===== config.mk =====
export PLATFORM = sky130hd
export DESIGN_NAME = btb_branch_predictor_flat
export DESIGN_NICKNAME = d
export VERILOG_FILES = /design/src/design/btbp_pkg.sv /design/src/design/btbp_if.sv /design/src/design/btbp_ctrl.sv /design/src/design/btbp_dp.sv /design/src/design/btb_branch_predictor.sv /design/src/flat_wrapper.sv
export SDC_FILE = /design/constraint.sdc
export NUM_CORES = 2
export LEC_CHECK = 0
export BUFFER_PORTS_ARGS = -buffer_cell sky130_fd_sc_hd__buf_2
export CORE_MARGIN = 5
export CORE_UTILIZATION = 30
export CTS_BUF_LIST = sky130_fd_sc_hd__clkbuf_16
export DETAILED_ROUTE_END_ITERATION = 7
export SLEW_MARGIN = 10
export SYNTH_ARGS = -nofsm -noshare
export SYNTH_HDL_FRONTEND = slang
export SYNTH_HIERARCHICAL = 1
export SYNTH_SLANG_ARGS = --single-unit

===== constraint.sdc =====
create_clock -name clk -period 5.3 [get_ports clk]
set_input_delay 0.795 -clock clk [delete_from_list [all_inputs] [get_ports clk]]
set_output_delay 0.795 -clock clk [all_outputs]
set_load 0.02 [all_outputs]

===== src/design/btbp_pkg.sv =====
`timescale 1ns / 1ps
// ----------------------------------------------------------------------------
// btbp_pkg
// Types, codes and a helper function shared by the branch target buffer files.
// ----------------------------------------------------------------------------
package btbp_pkg;

    localparam int PC_W       = 16;
    localparam int TGT_W      = 16;
    localparam int SEQ_W      = 8;
    localparam int STAT_W     = 32;
    localparam int FUNC_W     = 2;
    localparam int MODE_W     = 2;
    localparam int DIR_W      = 2;
    localparam int APB_ADDR_W = 3;
    localparam int APB_DATA_W = 32;

    localparam logic [FUNC_W-1:0] FUNC_INSERT  = 2'd0;
    localparam logic [FUNC_W-1:0] FUNC_PREDICT = 2'd1;
    localparam logic [FUNC_W-1:0] FUNC_UPDATE  = 2'd2;

    localparam logic [MODE_W-1:0] MODE_STATIC_NT = 2'd0;
    localparam logic [MODE_W-1:0] MODE_STATIC_T  = 2'd1;
    localparam logic [MODE_W-1:0] MODE_ONE_BIT   = 2'd2;
    localparam logic [MODE_W-1:0] MODE_TWO_BIT   = 2'd3;
    localparam logic [MODE_W-1:0] MODE_RESET     = MODE_TWO_BIT;

    localparam logic [DIR_W-1:0] DIR_SNT = 2'd0;
    localparam logic [DIR_W-1:0] DIR_WNT = 2'd1;
    localparam logic [DIR_W-1:0] DIR_WT  = 2'd2;
    localparam logic [DIR_W-1:0] DIR_ST  = 2'd3;

    // Register index, taken from the word address bit of paddr.
    localparam logic REG_MODE = 1'b0;

    typedef enum logic [1:0] {
        ST_IDLE,
        ST_SCAN,
        ST_EXEC
    } state_t;

    typedef struct packed {
        logic load;
        logic scan;
        logic commit;
    } cmd_t;

    typedef struct packed {
        logic hit;
        logic miss;
        logic result;
        logic out_full;
    } status_t;

    function automatic logic [DIR_W-1:0] next_dir(
        input logic [DIR_W-1:0]  cur,
        input logic              correct,
        input logic [MODE_W-1:0] mode
    );
        logic [DIR_W-1:0] nd;
        begin
            if (mode == MODE_ONE_BIT)
            begin
                if (correct)
                    nd = cur;
                else
                    nd = cur[1] ? DIR_SNT : DIR_ST;
            end
            else
            begin
                case (cur)
                    DIR_ST:  nd = correct ? DIR_ST  : DIR_WT;
                    DIR_WT:  nd = correct ? DIR_ST  : DIR_SNT;
                    DIR_WNT: nd = correct ? DIR_SNT : DIR_ST;
                    default: nd = correct ? DIR_SNT : DIR_WNT;
                endcase
            end
            return nd;
        end
    endfunction

endpackage


===== src/design/btbp_if.sv =====
`timescale 1ns / 1ps
// ----------------------------------------------------------------------------
// btbp_if
// Valid/ready channels for request words and response words.
// ----------------------------------------------------------------------------
interface btbp_req_if;
    logic                          valid;
    logic                          ready;
    logic [btbp_pkg::FUNC_W-1:0]   func;
    logic [btbp_pkg::PC_W-1:0]     pc;
    logic [btbp_pkg::TGT_W-1:0]    target;
    logic                          was_correct;
    logic [btbp_pkg::SEQ_W-1:0]    seq_tag;

    modport source (output valid, func, pc, target, was_correct, seq_tag, input ready);
    modport sink   (input valid, func, pc, target, was_correct, seq_tag, output ready);
endinterface

interface btbp_rsp_if;
    logic                          valid;
    logic                          ready;
    logic [btbp_pkg::PC_W-1:0]     next_pc;
    logic                          predicted_taken;
    logic                          table_hit;
    logic [btbp_pkg::SEQ_W-1:0]    seq_tag_out;
    logic [btbp_pkg::STAT_W-1:0]   total_count;
    logic [btbp_pkg::STAT_W-1:0]   correct_count;

    modport source (output valid, next_pc, predicted_taken, table_hit, seq_tag_out,
                    total_count, correct_count, input ready);
    modport sink   (input valid, next_pc, predicted_taken, table_hit, seq_tag_out,
                    total_count, correct_count, output ready);
endinterface


===== src/design/btbp_ctrl.sv =====
`timescale 1ns / 1ps
// ----------------------------------------------------------------------------
// btbp_ctrl
// Sequencer for one request word: accept, tag scan, then commit.
// ----------------------------------------------------------------------------
module btbp_ctrl
(
    input  logic               clk,
    input  logic               rst_n,
    input  logic               req_valid,
    output logic               req_ready,
    input  logic               rsp_ready,
    input  btbp_pkg::status_t  status,
    output btbp_pkg::cmd_t     cmd
);

    btbp_pkg::state_t state_reg;
    btbp_pkg::state_t state_next;
    logic             out_blocked;

    assign out_blocked = status.result && status.out_full && !rsp_ready;

    always_ff @(posedge clk or negedge rst_n)
    begin
        if (!rst_n)
            state_reg <= btbp_pkg::ST_IDLE;
        else
            state_reg <= state_next;
    end

    always_comb
    begin
        state_next = state_reg;
        case (state_reg)
            btbp_pkg::ST_IDLE:
            begin
                if (req_valid)
                    state_next = btbp_pkg::ST_SCAN;
            end
            btbp_pkg::ST_SCAN:
            begin
                if (status.hit || status.miss)
                    state_next = btbp_pkg::ST_EXEC;
            end
            btbp_pkg::ST_EXEC:
            begin
                if (!out_blocked)
                    state_next = btbp_pkg::ST_IDLE;
            end
            default:
            begin
                state_next = btbp_pkg::ST_IDLE;
            end
        endcase
    end

    always_comb
    begin
        req_ready  = 1'b0;
        cmd.load   = 1'b0;
        cmd.scan   = 1'b0;
        cmd.commit = 1'b0;
        case (state_reg)
            btbp_pkg::ST_IDLE:
            begin
                req_ready = 1'b1;
                cmd.load  = req_valid;
            end
            btbp_pkg::ST_SCAN:
            begin
                cmd.scan = !(status.hit || status.miss);
            end
            btbp_pkg::ST_EXEC:
            begin
                cmd.commit = !out_blocked;
            end
            default:
            begin
                req_ready = 1'b0;
            end
        endcase
    end

endmodule


===== src/design/btbp_dp.sv =====
`timescale 1ns / 1ps
// ----------------------------------------------------------------------------
// btbp_dp
// Entry memories, tag scan, direction update, counters and response register.
// ----------------------------------------------------------------------------
module btbp_dp
#(
    parameter int TABLE_ENTRIES = 64,
    parameter int ADDR_BITS     = 16
)
(
    input  logic                              clk,
    input  logic                              rst_n,
    input  btbp_pkg::cmd_t                    cmd,
    output btbp_pkg::status_t                 status,
    input  logic [btbp_pkg::MODE_W-1:0]       mode,
    input  logic [btbp_pkg::FUNC_W-1:0]       req_func,
    input  logic [btbp_pkg::PC_W-1:0]         req_pc,
    input  logic [btbp_pkg::TGT_W-1:0]        req_target,
    input  logic                              req_was_correct,
    input  logic [btbp_pkg::SEQ_W-1:0]        req_seq_tag,
    input  logic                              rsp_ready,
    output logic                              rsp_valid,
    output logic [btbp_pkg::PC_W-1:0]         rsp_next_pc,
    output logic                              rsp_predicted_taken,
    output logic                              rsp_table_hit,
    output logic [btbp_pkg::SEQ_W-1:0]        rsp_seq_tag_out,
    output logic [btbp_pkg::STAT_W-1:0]       rsp_total_count,
    output logic [btbp_pkg::STAT_W-1:0]       rsp_correct_count
);

    localparam int TAG_W = (ADDR_BITS < btbp_pkg::PC_W) ? ADDR_BITS : btbp_pkg::PC_W;
    localparam int CNT_W = $clog2(TABLE_ENTRIES + 1);
    localparam int IDX_W = (TABLE_ENTRIES > 1) ? $clog2(TABLE_ENTRIES) : 1;

    logic [TAG_W-1:0]              tag_mem [TABLE_ENTRIES];
    logic [btbp_pkg::TGT_W-1:0]    tgt_mem [TABLE_ENTRIES];
    logic [btbp_pkg::DIR_W-1:0]    dir_mem [TABLE_ENTRIES];

    logic [btbp_pkg::FUNC_W-1:0]   func_reg;
    logic [TAG_W-1:0]              key_reg;
    logic [btbp_pkg::TGT_W-1:0]    target_reg;
    logic                          correct_reg;
    logic [btbp_pkg::SEQ_W-1:0]    seq_reg;

    logic [CNT_W-1:0]              scan_idx_reg;
    logic [CNT_W-1:0]              scan_idx_next;
    logic [CNT_W-1:0]              fill_reg;
    logic [CNT_W-1:0]              fill_next;
    logic                          rd_vld_reg;
    logic                          rd_vld_next;
    logic [TAG_W-1:0]              rd_tag_reg;
    logic [btbp_pkg::TGT_W-1:0]    rd_tgt_reg;
    logic [btbp_pkg::DIR_W-1:0]    rd_dir_reg;
    logic [IDX_W-1:0]              rd_idx_reg;

    logic [btbp_pkg::STAT_W-1:0]   upd_cnt_reg;
    logic [btbp_pkg::STAT_W-1:0]   upd_cnt_next;
    logic [btbp_pkg::STAT_W-1:0]   cor_cnt_reg;
    logic [btbp_pkg::STAT_W-1:0]   cor_cnt_next;

    logic                          out_valid_reg;
    logic                          out_valid_next;
    logic [btbp_pkg::PC_W-1:0]     out_next_pc_reg;
    logic [btbp_pkg::PC_W-1:0]     out_next_pc_next;
    logic                          out_taken_reg;
    logic                          out_taken_next;
    logic                          out_hit_reg;
    logic [btbp_pkg::SEQ_W-1:0]    out_seq_reg;
    logic [btbp_pkg::STAT_W-1:0]   out_total_reg;
    logic [btbp_pkg::STAT_W-1:0]   out_correct_reg;

    logic [IDX_W-1:0]              scan_addr;
    logic [IDX_W-1:0]              fill_addr;
    logic                          scan_more;
    logic                          rd_en;
    logic                          match;
    logic                          is_ins;
    logic                          is_pred;
    logic                          is_upd;
    logic                          ins_we;
    logic                          dir_we;
    logic                          out_load;
    logic                          taken;
    logic [TAG_W-1:0]              pc_inc;
    logic [btbp_pkg::DIR_W-1:0]    init_dir;

    assign scan_addr = scan_idx_reg[IDX_W-1:0];
    assign fill_addr = fill_reg[IDX_W-1:0];
    assign scan_more = scan_idx_reg < fill_reg;
    assign rd_en     = cmd.scan && scan_more;
    assign match     = rd_vld_reg && (rd_tag_reg == key_reg);

    assign is_ins  = func_reg == btbp_pkg::FUNC_INSERT;
    assign is_pred = func_reg == btbp_pkg::FUNC_PREDICT;
    assign is_upd  = func_reg == btbp_pkg::FUNC_UPDATE;

    assign status.hit      = match;
    assign status.miss     = !match && !rd_vld_reg && !scan_more;
    assign status.result   = is_pred || is_upd;
    assign status.out_full = out_valid_reg;

    assign ins_we   = cmd.commit && is_ins && !match && (fill_reg < CNT_W'(TABLE_ENTRIES));
    assign dir_we   = cmd.commit && is_upd && match && (mode >= btbp_pkg::MODE_ONE_BIT);
    assign out_load = cmd.commit && (is_pred || is_upd);
    assign init_dir = (mode == btbp_pkg::MODE_ONE_BIT) ? btbp_pkg::DIR_SNT : btbp_pkg::DIR_WNT;

    assign taken  = match && ((mode == btbp_pkg::MODE_STATIC_T) ||
                              ((mode >= btbp_pkg::MODE_ONE_BIT) && rd_dir_reg[1]));
    assign pc_inc = key_reg + TAG_W'(1);

    always_comb
    begin
        scan_idx_next = scan_idx_reg;
        rd_vld_next   = rd_vld_reg;
        if (cmd.load)
        begin
            scan_idx_next = '0;
            rd_vld_next   = 1'b0;
        end
        else if (cmd.scan)
        begin
            rd_vld_next = scan_more;
            if (scan_more)
                scan_idx_next = scan_idx_reg + CNT_W'(1);
        end
    end

    always_comb
    begin
        fill_next    = ins_we ? fill_reg + CNT_W'(1) : fill_reg;
        upd_cnt_next = upd_cnt_reg;
        cor_cnt_next = cor_cnt_reg;
        if (cmd.commit && is_upd)
        begin
            if (!(&upd_cnt_reg))
                upd_cnt_next = upd_cnt_reg + btbp_pkg::STAT_W'(1);
            if (correct_reg && !(&cor_cnt_reg))
                cor_cnt_next = cor_cnt_reg + btbp_pkg::STAT_W'(1);
        end
    end

    always_comb
    begin
        if (is_upd)
        begin
            out_next_pc_next = '0;
            out_taken_next   = 1'b0;
        end
        else
        begin
            out_next_pc_next = taken ? rd_tgt_reg : btbp_pkg::PC_W'(pc_inc);
            out_taken_next   = taken;
        end

        if (out_load)
            out_valid_next = 1'b1;
        else if (rsp_ready)
            out_valid_next = 1'b0;
        else
            out_valid_next = out_valid_reg;
    end

    always_ff @(posedge clk or negedge rst_n)
    begin
        if (!rst_n)
        begin
            scan_idx_reg  <= '0;
            rd_vld_reg    <= 1'b0;
            fill_reg      <= '0;
            upd_cnt_reg   <= '0;
            cor_cnt_reg   <= '0;
            out_valid_reg <= 1'b0;
        end
        else
        begin
            scan_idx_reg  <= scan_idx_next;
            rd_vld_reg    <= rd_vld_next;
            fill_reg      <= fill_next;
            upd_cnt_reg   <= upd_cnt_next;
            cor_cnt_reg   <= cor_cnt_next;
            out_valid_reg <= out_valid_next;
        end
    end

    always_ff @(posedge clk)
    begin
        if (cmd.load)
        begin
            func_reg    <= req_func;
            key_reg     <= req_pc[TAG_W-1:0];
            target_reg  <= req_target;
            correct_reg <= req_was_correct;
            seq_reg     <= req_seq_tag;
        end
    end

    always_ff @(posedge clk)
    begin
        if (rd_en)
        begin
            rd_tag_reg <= tag_mem[scan_addr];
            rd_tgt_reg <= tgt_mem[scan_addr];
            rd_dir_reg <= dir_mem[scan_addr];
            rd_idx_reg <= scan_addr;
        end
    end

    always_ff @(posedge clk)
    begin
        if (ins_we)
        begin
            tag_mem[fill_addr] <= key_reg;
            tgt_mem[fill_addr] <= target_reg;
        end
    end

    always_ff @(posedge clk)
    begin
        if (ins_we)
            dir_mem[fill_addr] <= init_dir;
        else if (dir_we)
            dir_mem[rd_idx_reg] <= btbp_pkg::next_dir(rd_dir_reg, correct_reg, mode);
    end

    always_ff @(posedge clk)
    begin
        if (out_load)
        begin
            out_next_pc_reg <= out_next_pc_next;
            out_taken_reg   <= out_taken_next;
            out_hit_reg     <= match;
            out_seq_reg     <= seq_reg;
            out_total_reg   <= upd_cnt_next;
            out_correct_reg <= cor_cnt_next;
        end
    end

    assign rsp_valid           = out_valid_reg;
    assign rsp_next_pc         = out_next_pc_reg;
    assign rsp_predicted_taken = out_taken_reg;
    assign rsp_table_hit       = out_hit_reg;
    assign rsp_seq_tag_out     = out_seq_reg;
    assign rsp_total_count     = out_total_reg;
    assign rsp_correct_count   = out_correct_reg;

endmodule


===== src/design/btb_branch_predictor.sv =====
`timescale 1ns / 1ps
// ----------------------------------------------------------------------------
// btb_branch_predictor
// Branch target buffer with static, one-bit and two-bit direction prediction.
// ----------------------------------------------------------------------------
//  Channel  Direction  Word
//  req      in         func, pc, target, was_correct, seq_tag
//  rsp      out        next_pc, predicted_taken, table_hit, seq_tag_out, counts
//  apb      in/out     predictor_mode register at byte address 0
//
//  A word on a miss scans all fill_count entries (none when the table is empty)
//  and on a hit stops at the matching entry, at most TABLE_ENTRIES; the entries are
//  searched one per cycle through the single read port of the tag memory.
//  Reset empties the table at once through the fill count; there is no
//  clearing pass. A full response register holds a finished update or predict
//  word, while the next request word is still accepted and searched.
// ----------------------------------------------------------------------------
module btb_branch_predictor
#(
    parameter int TABLE_ENTRIES = 64,
    parameter int ADDR_BITS     = 16
)
(
    input  logic                                clk,
    input  logic                                rst_n,
    btbp_req_if.sink                            req,
    btbp_rsp_if.source                          rsp,
    input  logic                                psel,
    input  logic                                penable,
    input  logic                                pwrite,
    input  logic [btbp_pkg::APB_ADDR_W-1:0]     paddr,
    input  logic [btbp_pkg::APB_DATA_W-1:0]     pwdata,
    output logic [btbp_pkg::APB_DATA_W-1:0]     prdata,
    output logic                                pready
);

    logic [btbp_pkg::MODE_W-1:0] mode_reg;
    logic [btbp_pkg::MODE_W-1:0] mode_next;
    logic                        reg_sel;
    btbp_pkg::cmd_t              cmd;
    btbp_pkg::status_t           status;

    assign pready  = 1'b1;
    assign reg_sel = paddr[2] == btbp_pkg::REG_MODE;

    always_comb
    begin
        mode_next = mode_reg;
        if (psel && penable && pwrite && reg_sel)
            mode_next = pwdata[btbp_pkg::MODE_W-1:0];
    end

    always_ff @(posedge clk or negedge rst_n)
    begin
        if (!rst_n)
            mode_reg <= btbp_pkg::MODE_RESET;
        else
            mode_reg <= mode_next;
    end

    assign prdata = reg_sel ? btbp_pkg::APB_DATA_W'(mode_reg) : '0;

    btbp_ctrl u_ctrl
    (
        .clk       (clk),
        .rst_n     (rst_n),
        .req_valid (req.valid),
        .req_ready (req.ready),
        .rsp_ready (rsp.ready),
        .status    (status),
        .cmd       (cmd)
    );

    btbp_dp
    #(
        .TABLE_ENTRIES (TABLE_ENTRIES),
        .ADDR_BITS     (ADDR_BITS)
    )
    u_dp
    (
        .clk                 (clk),
        .rst_n               (rst_n),
        .cmd                 (cmd),
        .status              (status),
        .mode                (mode_reg),
        .req_func            (req.func),
        .req_pc              (req.pc),
        .req_target          (req.target),
        .req_was_correct     (req.was_correct),
        .req_seq_tag         (req.seq_tag),
        .rsp_ready           (rsp.ready),
        .rsp_valid           (rsp.valid),
        .rsp_next_pc         (rsp.next_pc),
        .rsp_predicted_taken (rsp.predicted_taken),
        .rsp_table_hit       (rsp.table_hit),
        .rsp_seq_tag_out     (rsp.seq_tag_out),
        .rsp_total_count     (rsp.total_count),
        .rsp_correct_count   (rsp.correct_count)
    );

endmodule


===== src/flat_wrapper.sv =====
// flat-port wrapper written by rule: the top's interface ports become plain ports
module btb_branch_predictor_flat 
#(
    parameter int TABLE_ENTRIES = 64,
    parameter int ADDR_BITS     = 16
)
  (clk, rst_n, psel, penable, pwrite, paddr, pwdata, prdata, pready, req_valid, req_func, req_pc, req_target, req_was_correct, req_seq_tag, req_ready, rsp_valid, rsp_next_pc, rsp_predicted_taken, rsp_table_hit, rsp_seq_tag_out, rsp_total_count, rsp_correct_count, rsp_ready);
  btbp_req_if req_i ();
  btbp_rsp_if rsp_i ();
  input  logic clk;
  input  logic rst_n;
  input  logic psel;
  input  logic penable;
  input  logic pwrite;
  input  logic [btbp_pkg::APB_ADDR_W-1:0] paddr;
  input  logic [btbp_pkg::APB_DATA_W-1:0] pwdata;
  output logic [btbp_pkg::APB_DATA_W-1:0] prdata;
  output logic pready;
  input wire logic [$bits(req_i.valid)-1:0] req_valid;
  input wire logic [$bits(req_i.func)-1:0] req_func;
  input wire logic [$bits(req_i.pc)-1:0] req_pc;
  input wire logic [$bits(req_i.target)-1:0] req_target;
  input wire logic [$bits(req_i.was_correct)-1:0] req_was_correct;
  input wire logic [$bits(req_i.seq_tag)-1:0] req_seq_tag;
  output wire logic [$bits(req_i.ready)-1:0] req_ready;
  output wire logic [$bits(rsp_i.valid)-1:0] rsp_valid;
  output wire logic [$bits(rsp_i.next_pc)-1:0] rsp_next_pc;
  output wire logic [$bits(rsp_i.predicted_taken)-1:0] rsp_predicted_taken;
  output wire logic [$bits(rsp_i.table_hit)-1:0] rsp_table_hit;
  output wire logic [$bits(rsp_i.seq_tag_out)-1:0] rsp_seq_tag_out;
  output wire logic [$bits(rsp_i.total_count)-1:0] rsp_total_count;
  output wire logic [$bits(rsp_i.correct_count)-1:0] rsp_correct_count;
  input wire logic [$bits(rsp_i.ready)-1:0] rsp_ready;
  assign req_i.valid = req_valid;
  assign req_i.func = req_func;
  assign req_i.pc = req_pc;
  assign req_i.target = req_target;
  assign req_i.was_correct = req_was_correct;
  assign req_i.seq_tag = req_seq_tag;
  assign req_ready = req_i.ready;
  assign rsp_valid = rsp_i.valid;
  assign rsp_next_pc = rsp_i.next_pc;
  assign rsp_predicted_taken = rsp_i.predicted_taken;
  assign rsp_table_hit = rsp_i.table_hit;
  assign rsp_seq_tag_out = rsp_i.seq_tag_out;
  assign rsp_total_count = rsp_i.total_count;
  assign rsp_correct_count = rsp_i.correct_count;
  assign rsp_i.ready = rsp_ready;
  btb_branch_predictor #(.TABLE_ENTRIES(TABLE_ENTRIES), .ADDR_BITS(ADDR_BITS)) u_core (.clk(clk), .rst_n(rst_n), .req(req_i), .rsp(rsp_i), .psel(psel), .penable(penable), .pwrite(pwrite), .paddr(paddr), .pwdata(pwdata), .prdata(prdata), .pready(pready));
endmodule

### Word-level counts from Yosys, hierarchy flattened

Memory sizes are Yosys's and may differ from the RTL's. A register that Yosys moved wholly into a read port is not among the register bits.
Index checks and enable logic that the tools add are counted.

| word-level totals | value |
|---|---|
| flip-flop bits (word level) | 223 |
| bits in writable memories | 2176 |
| input port bits | 85 |
| word-level logic and storage cells | 124 |
| memories kept | 3 |

Memory list:

| memory | words | bits a word | rd ports | clocked after memory_dff | write ports | line | RTL |
|---|---|---|---|---|---|---|---|
| u_core.u_dp.tag_mem | 64 | 16 | 1 | 1 | 1 | btbp_dp.sv:36 | `logic [TAG_W-1:0] tag_mem [TABLE_ENTRIES];` |
| u_core.u_dp.tgt_mem | 64 | 16 | 1 | 1 | 1 | btbp_dp.sv:37 | `logic [btbp_pkg::TGT_W-1:0] tgt_mem [TABLE_ENTRIES];` |
| u_core.u_dp.dir_mem | 64 | 2 | 1 | 1 | 1 | btbp_dp.sv:38 | `logic [btbp_pkg::DIR_W-1:0] dir_mem [TABLE_ENTRIES];` |

| cells by class | value |
|---|---|
| $add $sub $neg | 5 |
| magnitude comparators | 3 |
| eq/ne operators | 13 |
| multiplexer cells | 40 |
| bitwise logic cells | 1 |
| reduce and logical (&&, ||, !) cells | 39 |

Operators by type and width:

| kind | number |
|---|---|
| two-way mux 32 bit | 4 |
| adder 32 x 1 -> 32 bit (second input constant) | 2 |
| AND reduction 32 bit | 2 |
| two-way mux 2 bit | 12 |
| two-way mux 7 bit | 3 |
| logical AND 1 bit | 19 |
| two-way mux 1 bit | 17 |
| adder 16 x 1 -> 16 bit (second input constant) | 1 |
| equality test 16 bit | 1 |
| two-way mux 16 bit | 1 |
| adder 7 x 1 -> 7 bit (second input constant) | 2 |
| one-hot mux 2 bit (3 select lines) | 2 |
| equality test 2 bit (second input constant) | 5 |
| equality test 2 x 1 -> 1 bit (second input constant) | 4 |
| logical NOT 1 bit | 7 |
| less-than comparator 7 bit | 1 |
| less-than comparator 7 bit (second input constant) | 1 |
| two-way mux 6 bit | 1 |
| inequality test 2 bit (second input constant) | 3 |
| nonzero test 2 bit | 3 |
| logical NOT 2 bit | 2 |
| logical OR 1 bit | 3 |
| AND reduction 3 bit | 1 |
| greater-or-equal comparator 2 bit (second input constant) | 1 |
| 3 further kinds | 3 |

### Logic depth before layout (Yosys ltp)

| logic depth | value |
|---|---|
| depth in word-level cells | 14 |
| gate-level depth with buffers | 13 |

### Hierarchy

Netlist, hierarchy kept.

Modules (own cells, without submodules):

| module | times used | cells an instance | area each (um^2) | sequential area each (um^2) |
|---|---|---|---|---|
| btbp_dp | 1 | 4231 | 92472.4 | 72539.6 |
| btb_branch_predictor | 1 | 40 | 364.1 | 52.6 |
| btbp_ctrl | 1 | 12 | 127.6 | 50.0 |

### Worst setup path after synthesis

OpenSTA, ideal clock, no wires.

| path | value |
|---|---|
| kind | in2reg |
| start | input req_valid |
| end | register u_core.u_dp.scan_idx_reg[2] |
| library setup time | 0.125 ns |
| arrival | 4.705 ns |
| path slack | 0.470 ns |
| stages on the path | 4 |
| buffers on the path | 1 |
| cells stage by stage | nor3b_1 buf_1 nor2b_1 mux2_2 |

| on the way | value |
|---|---|
| longest elaborated chain between the ends | 3 |

Ends and longest elaborated chain:

| item | line | RTL |
|---|---|---|
| start, declared | flat_wrapper.sv:19 | `input wire logic [$bits(req_i.valid)-1:0] req_valid;` |
| two-way mux 1 bit (*) | btbp_ctrl.sv:63 | `case (state_reg)` |
| nonzero test 2 bit (no source line) | - |  |
| AND reduction 2 bit (no source line) | - |  |
| end signal, assigned | btbp_dp.sv:177 | `scan_idx_reg <= scan_idx_next;` |
| end, declared | btbp_dp.sv:46 | `logic [CNT_W-1:0] scan_idx_reg;` |

Every way passes the cells marked *; elsewhere a longest branch is shown, timed or not.
A chain may end at the register's enable or synchronous reset.

==> metrics.md <==
| Metric | Value |
|---|---|
| PortBufs | `146` |
| EDFF count, synth | `2349` |
| Min cycle time layout | `4240 ps` |
| Post-CTS Hold Fix Bufs | `0` |
| Total track usage | `14.5%` |
| Vias | `45800` |
| CTS Buf Count | `236` |
| Worst Hold Class | `input port to asynchronous set/reset pin` |
| First-pass GRT wire length | `341000 um` |
| Synth cell types | `67` |
| Status | `complete, but fails checks` |
| Antenna violations before repair | `10` |
| Largest net degree at the start of global routing | `97` |
| Post-Syn Area | `93000 sq um` |
| Final ANT Viol Nets | `0` |
| Leak | `33.9 nW` |
| Vias per cell | `5.10` |
| Critical path's slowest cell | `o2111ai_2` |
| Fmax achieved | `0.236 GHz` |
| Layout cells sized above 1 | `28.3%` |
| Yosys top cell by area | `edfxtp_1` |
| Final worst path period share | `80.1%` |
| Final Hold Violating Endpoints | `1` |
| Drt pass-1 iters | `7` |
| Clk_lat worst skew | `880 ps` |
| Number of global-route vias before repair | `45800` |
| Setup TNS | `0 ps` |
| Post-cts sizing count | `0` |
| Worst Path Max Fanout | `17` |
| Initial Util | `30.1%` |
| DRC viols | `0` |
| Post-CTS Setup Bufs | `0` |
| FILL cells | `28400` |
| Pins Over Slew Limit | `0` |
| Std-Cell Core Area | `309000 sq um` |
| Largest registers | `u_core/u_dp/tag_mem (1024), u_core/u_dp/tgt_mem (1024), u_core/u_dp/dir_mem (128)` |
| RSZ-0062 raised after global routing | `false` |
| Max-Slew Margin vs Limit | `14.5%` |
| H-tree depth | `4` |
| Worst VDD drop | `0.319 mV` |
| Critical Path Source Type | `flip-flop` |
| RePlAce Congestion | `0.830` |
| Site Rows | `204` |
| Die Span Y | `567 um` |
| Worst-Margin Slew | `1280 ps` |
| Max-Cap Viols | `0` |
| Max stage delay on crit path | `690 ps` |
| Sequential fraction of the synthesis area | `78.1%` |
| Area contributors post-synth | `edfxtp_1 (76%), mux4_2 (13%), dfrtp_1 (2.2%)` |
| Worst Skew | `70.1 ps` |
| Ys async rst share | `3.45%` |
| Reg clk slew, reported paths | `60 ps` |
| Wirelength, routed | `240000 um` |
| Post-synth top area share | `75.9%` |
| Nets | `4750` |
| Pwr Density | `484 nW/um^2` |
| Fin util | `35.1%` |
| Ports | `210` |
| Worst path arrival time | `4790 ps` |
| Power Total | `52.4 mW` |
| TritonCTS clock tree | `done` |
| Final setup violation count | `0` |
| CP cell instances | `inv_1 > ha_1 > nand3b_1 > nor2b_1 > and3_1 > o2111ai_2 > buf_4 > nor2_4 > buf_12` |
| Synth Flop Type | `edfxtp_1` |
| Die Wd | `567 um` |
| Syn. warnings | `6` |
| Die ar. | `321000 sq um` |
| Worst setup EP type | `flip-flop` |
| Area delta synth->final | `16.5%` |
| Sinks on Clock Net | `2433` |
| Synth Instances | `4283` |
| Post-DP HPWL | `137000 um` |
| Avg WL per Cell | `26.7 um` |
| Worst hold slack | `-0.899 ps` |
| Yosys reg bits | `2433` |
| Max clock buf depth | `3` |
| CTS root buf | `clkbuf_16` |
| Syn avg cell area | `21.7 sq um` |
| Total grt overflow | `0` |
| Req. time, crit path | `5850 ps` |
| DR iter-0 viols | `5480` |
| Failing checks | `hold timing` |
| Setup CP Type | `flip-flop to flip-flop` |
## metrics by stage
step	setup slack, ps	hold slack (ps)	instance area [sq um]	std cells
finish	1060	-0.899	108000	8980
CTS	1130	28.7	108000	8977
detailed placement	950	408	100000	8534
global route	951	26.5	108000	8978
floorplan	470	400	93100	4312
global placement	949	404	100000	8534
## cell families (layout without fill, tap and decap cells)
family                   count (synthesis)  count (layout)  share of synthesized area (%)
AO/OA/AOI/OAI                          411             411                           3.35
XOR/XNOR                                97              97                          0.914
adder cells (fa/ha/maj)                 13              13                          0.175
buffers and inverters                  270             815                           1.31
flip-flops                            2433            2433                           78.1
multiplexers                           584             584                           13.6
other                                    2              34                        0.00808
AND/OR/NAND/NOR                        473             473                           2.47
## cell type report
type	instances	area (sq um)	area share (%)
sequential	2433	72700	67.1
multi-input combinational	1609	19800	18.3
clock buffer	240	6010	5.55
tap	4120	5150	4.76
timing repair buffer	351	2740	2.53
clock inverter	203	1860	1.72
inverter	21	78.8	0.0728
antenna	3	7.51	0.00693
## power by group
| group | total (mW) | internal (mW) | switching, mW |
|---|---|---|---|
| Sequential | 22.2 | 21.7 | 0.511 |
| Combinational | 13.4 | 5.45 | 7.92 |
| Clock | 16.8 | 9.61 | 7.22 |
| Total | 52.4 | 36.7 | 15.7 |
## layout by cell type, fill, tap and decap left out, types with 21 or more instances in the layout
master     netlist  layout
edfxtp_1      2349    2349
mux4_2         542     542
clkbuf_16        0     240
buf_4           33     168
nor2_1         220     154
buf_2           60     145
a22oi_1        112     112
dfrtp_1         82      78
nor2_4           0      66
a21oi_1         65      65
a221oi_1        64      64
nand2_1         59      59
a22o_1          58      58
inv_1           19      56
nand3_1         56      56
xnor2_1         56      56
clkinv_2         0      54
clkinv_1         2      51
xor2_1          41      41
buf_12           0      37
conb_1           2      31
o221ai_1        31      31
bufinv_16        0      28
nand4_1         21      21
## critical path, delay by kind of cell (launching register included)
kind	cells	cell delay, ps
DFF	1	400
AOI/OAI and AO/OA	1	690
buffers and inverters	3	780
adders and majority gates	1	230
and+or+nand+nor	4	1780
## metal layers
metal  global-route usage, %  part of all wire [%]
met5                       0                     0
met3                    3.11                   8.6
met2                    23.0                    47
met1                    19.9                    41
met4                    4.79                   3.3
## Yosys cell counts (13+ instances only)
master and number:
a211oi_1 16, buf_2 60, mux2i_1 19, nand2b_1 13
a221oi_1 64, buf_4 33, o221ai_1 31, nand2_1 59
dfrtp_1 82, edfxtp_1 2349, ha_1 13, nand4_1 21
o21ai_0 16, xnor2_1 56, nand3_1 56, and3_1 19
a21oi_1 65, nor3_1 14, inv_1 19, mux4_2 542
a22o_1 58, clkbuf_1 127, nor2_1 220, a22oi_1 112
xor2_1 41, mux2_2 17, buf_1 28
## path summary, 6_finish.rpt
path | from | endpoint | slack [ps] | cells after the start
min in group clk | req_seq_tag[0] | u_core/u_dp/seq_reg[0]$_DFFE_PP_ | 90 | 1
worst max register to register | u_core/u_dp/func_reg[1]$_DFFE_PP_ | u_core/u_dp/tgt_mem[50][5]$_DFFE_PP_ | 1060 | 9
worst min register to register | u_core/u_dp/seq_reg[3]$_DFFE_PP_ | u_core/u_dp/rsp_seq_tag_out[3]$_DFFE_PP_ | 420 | 0
max in group asynchronous | rst_n | u_core/u_dp/upd_cnt_reg[15]$_DFF_PN0_ | 4700 | 1
worst max-delay path | u_core/u_dp/func_reg[1]$_DFFE_PP_ | u_core/u_dp/tgt_mem[50][5]$_DFFE_PP_ | 1060 | 9
worst min-delay path | rst_n | u_core/u_dp/cor_cnt_reg[3]$_DFF_PN0_ | -0.9 | 1
(Power assumes the default switching activity.)
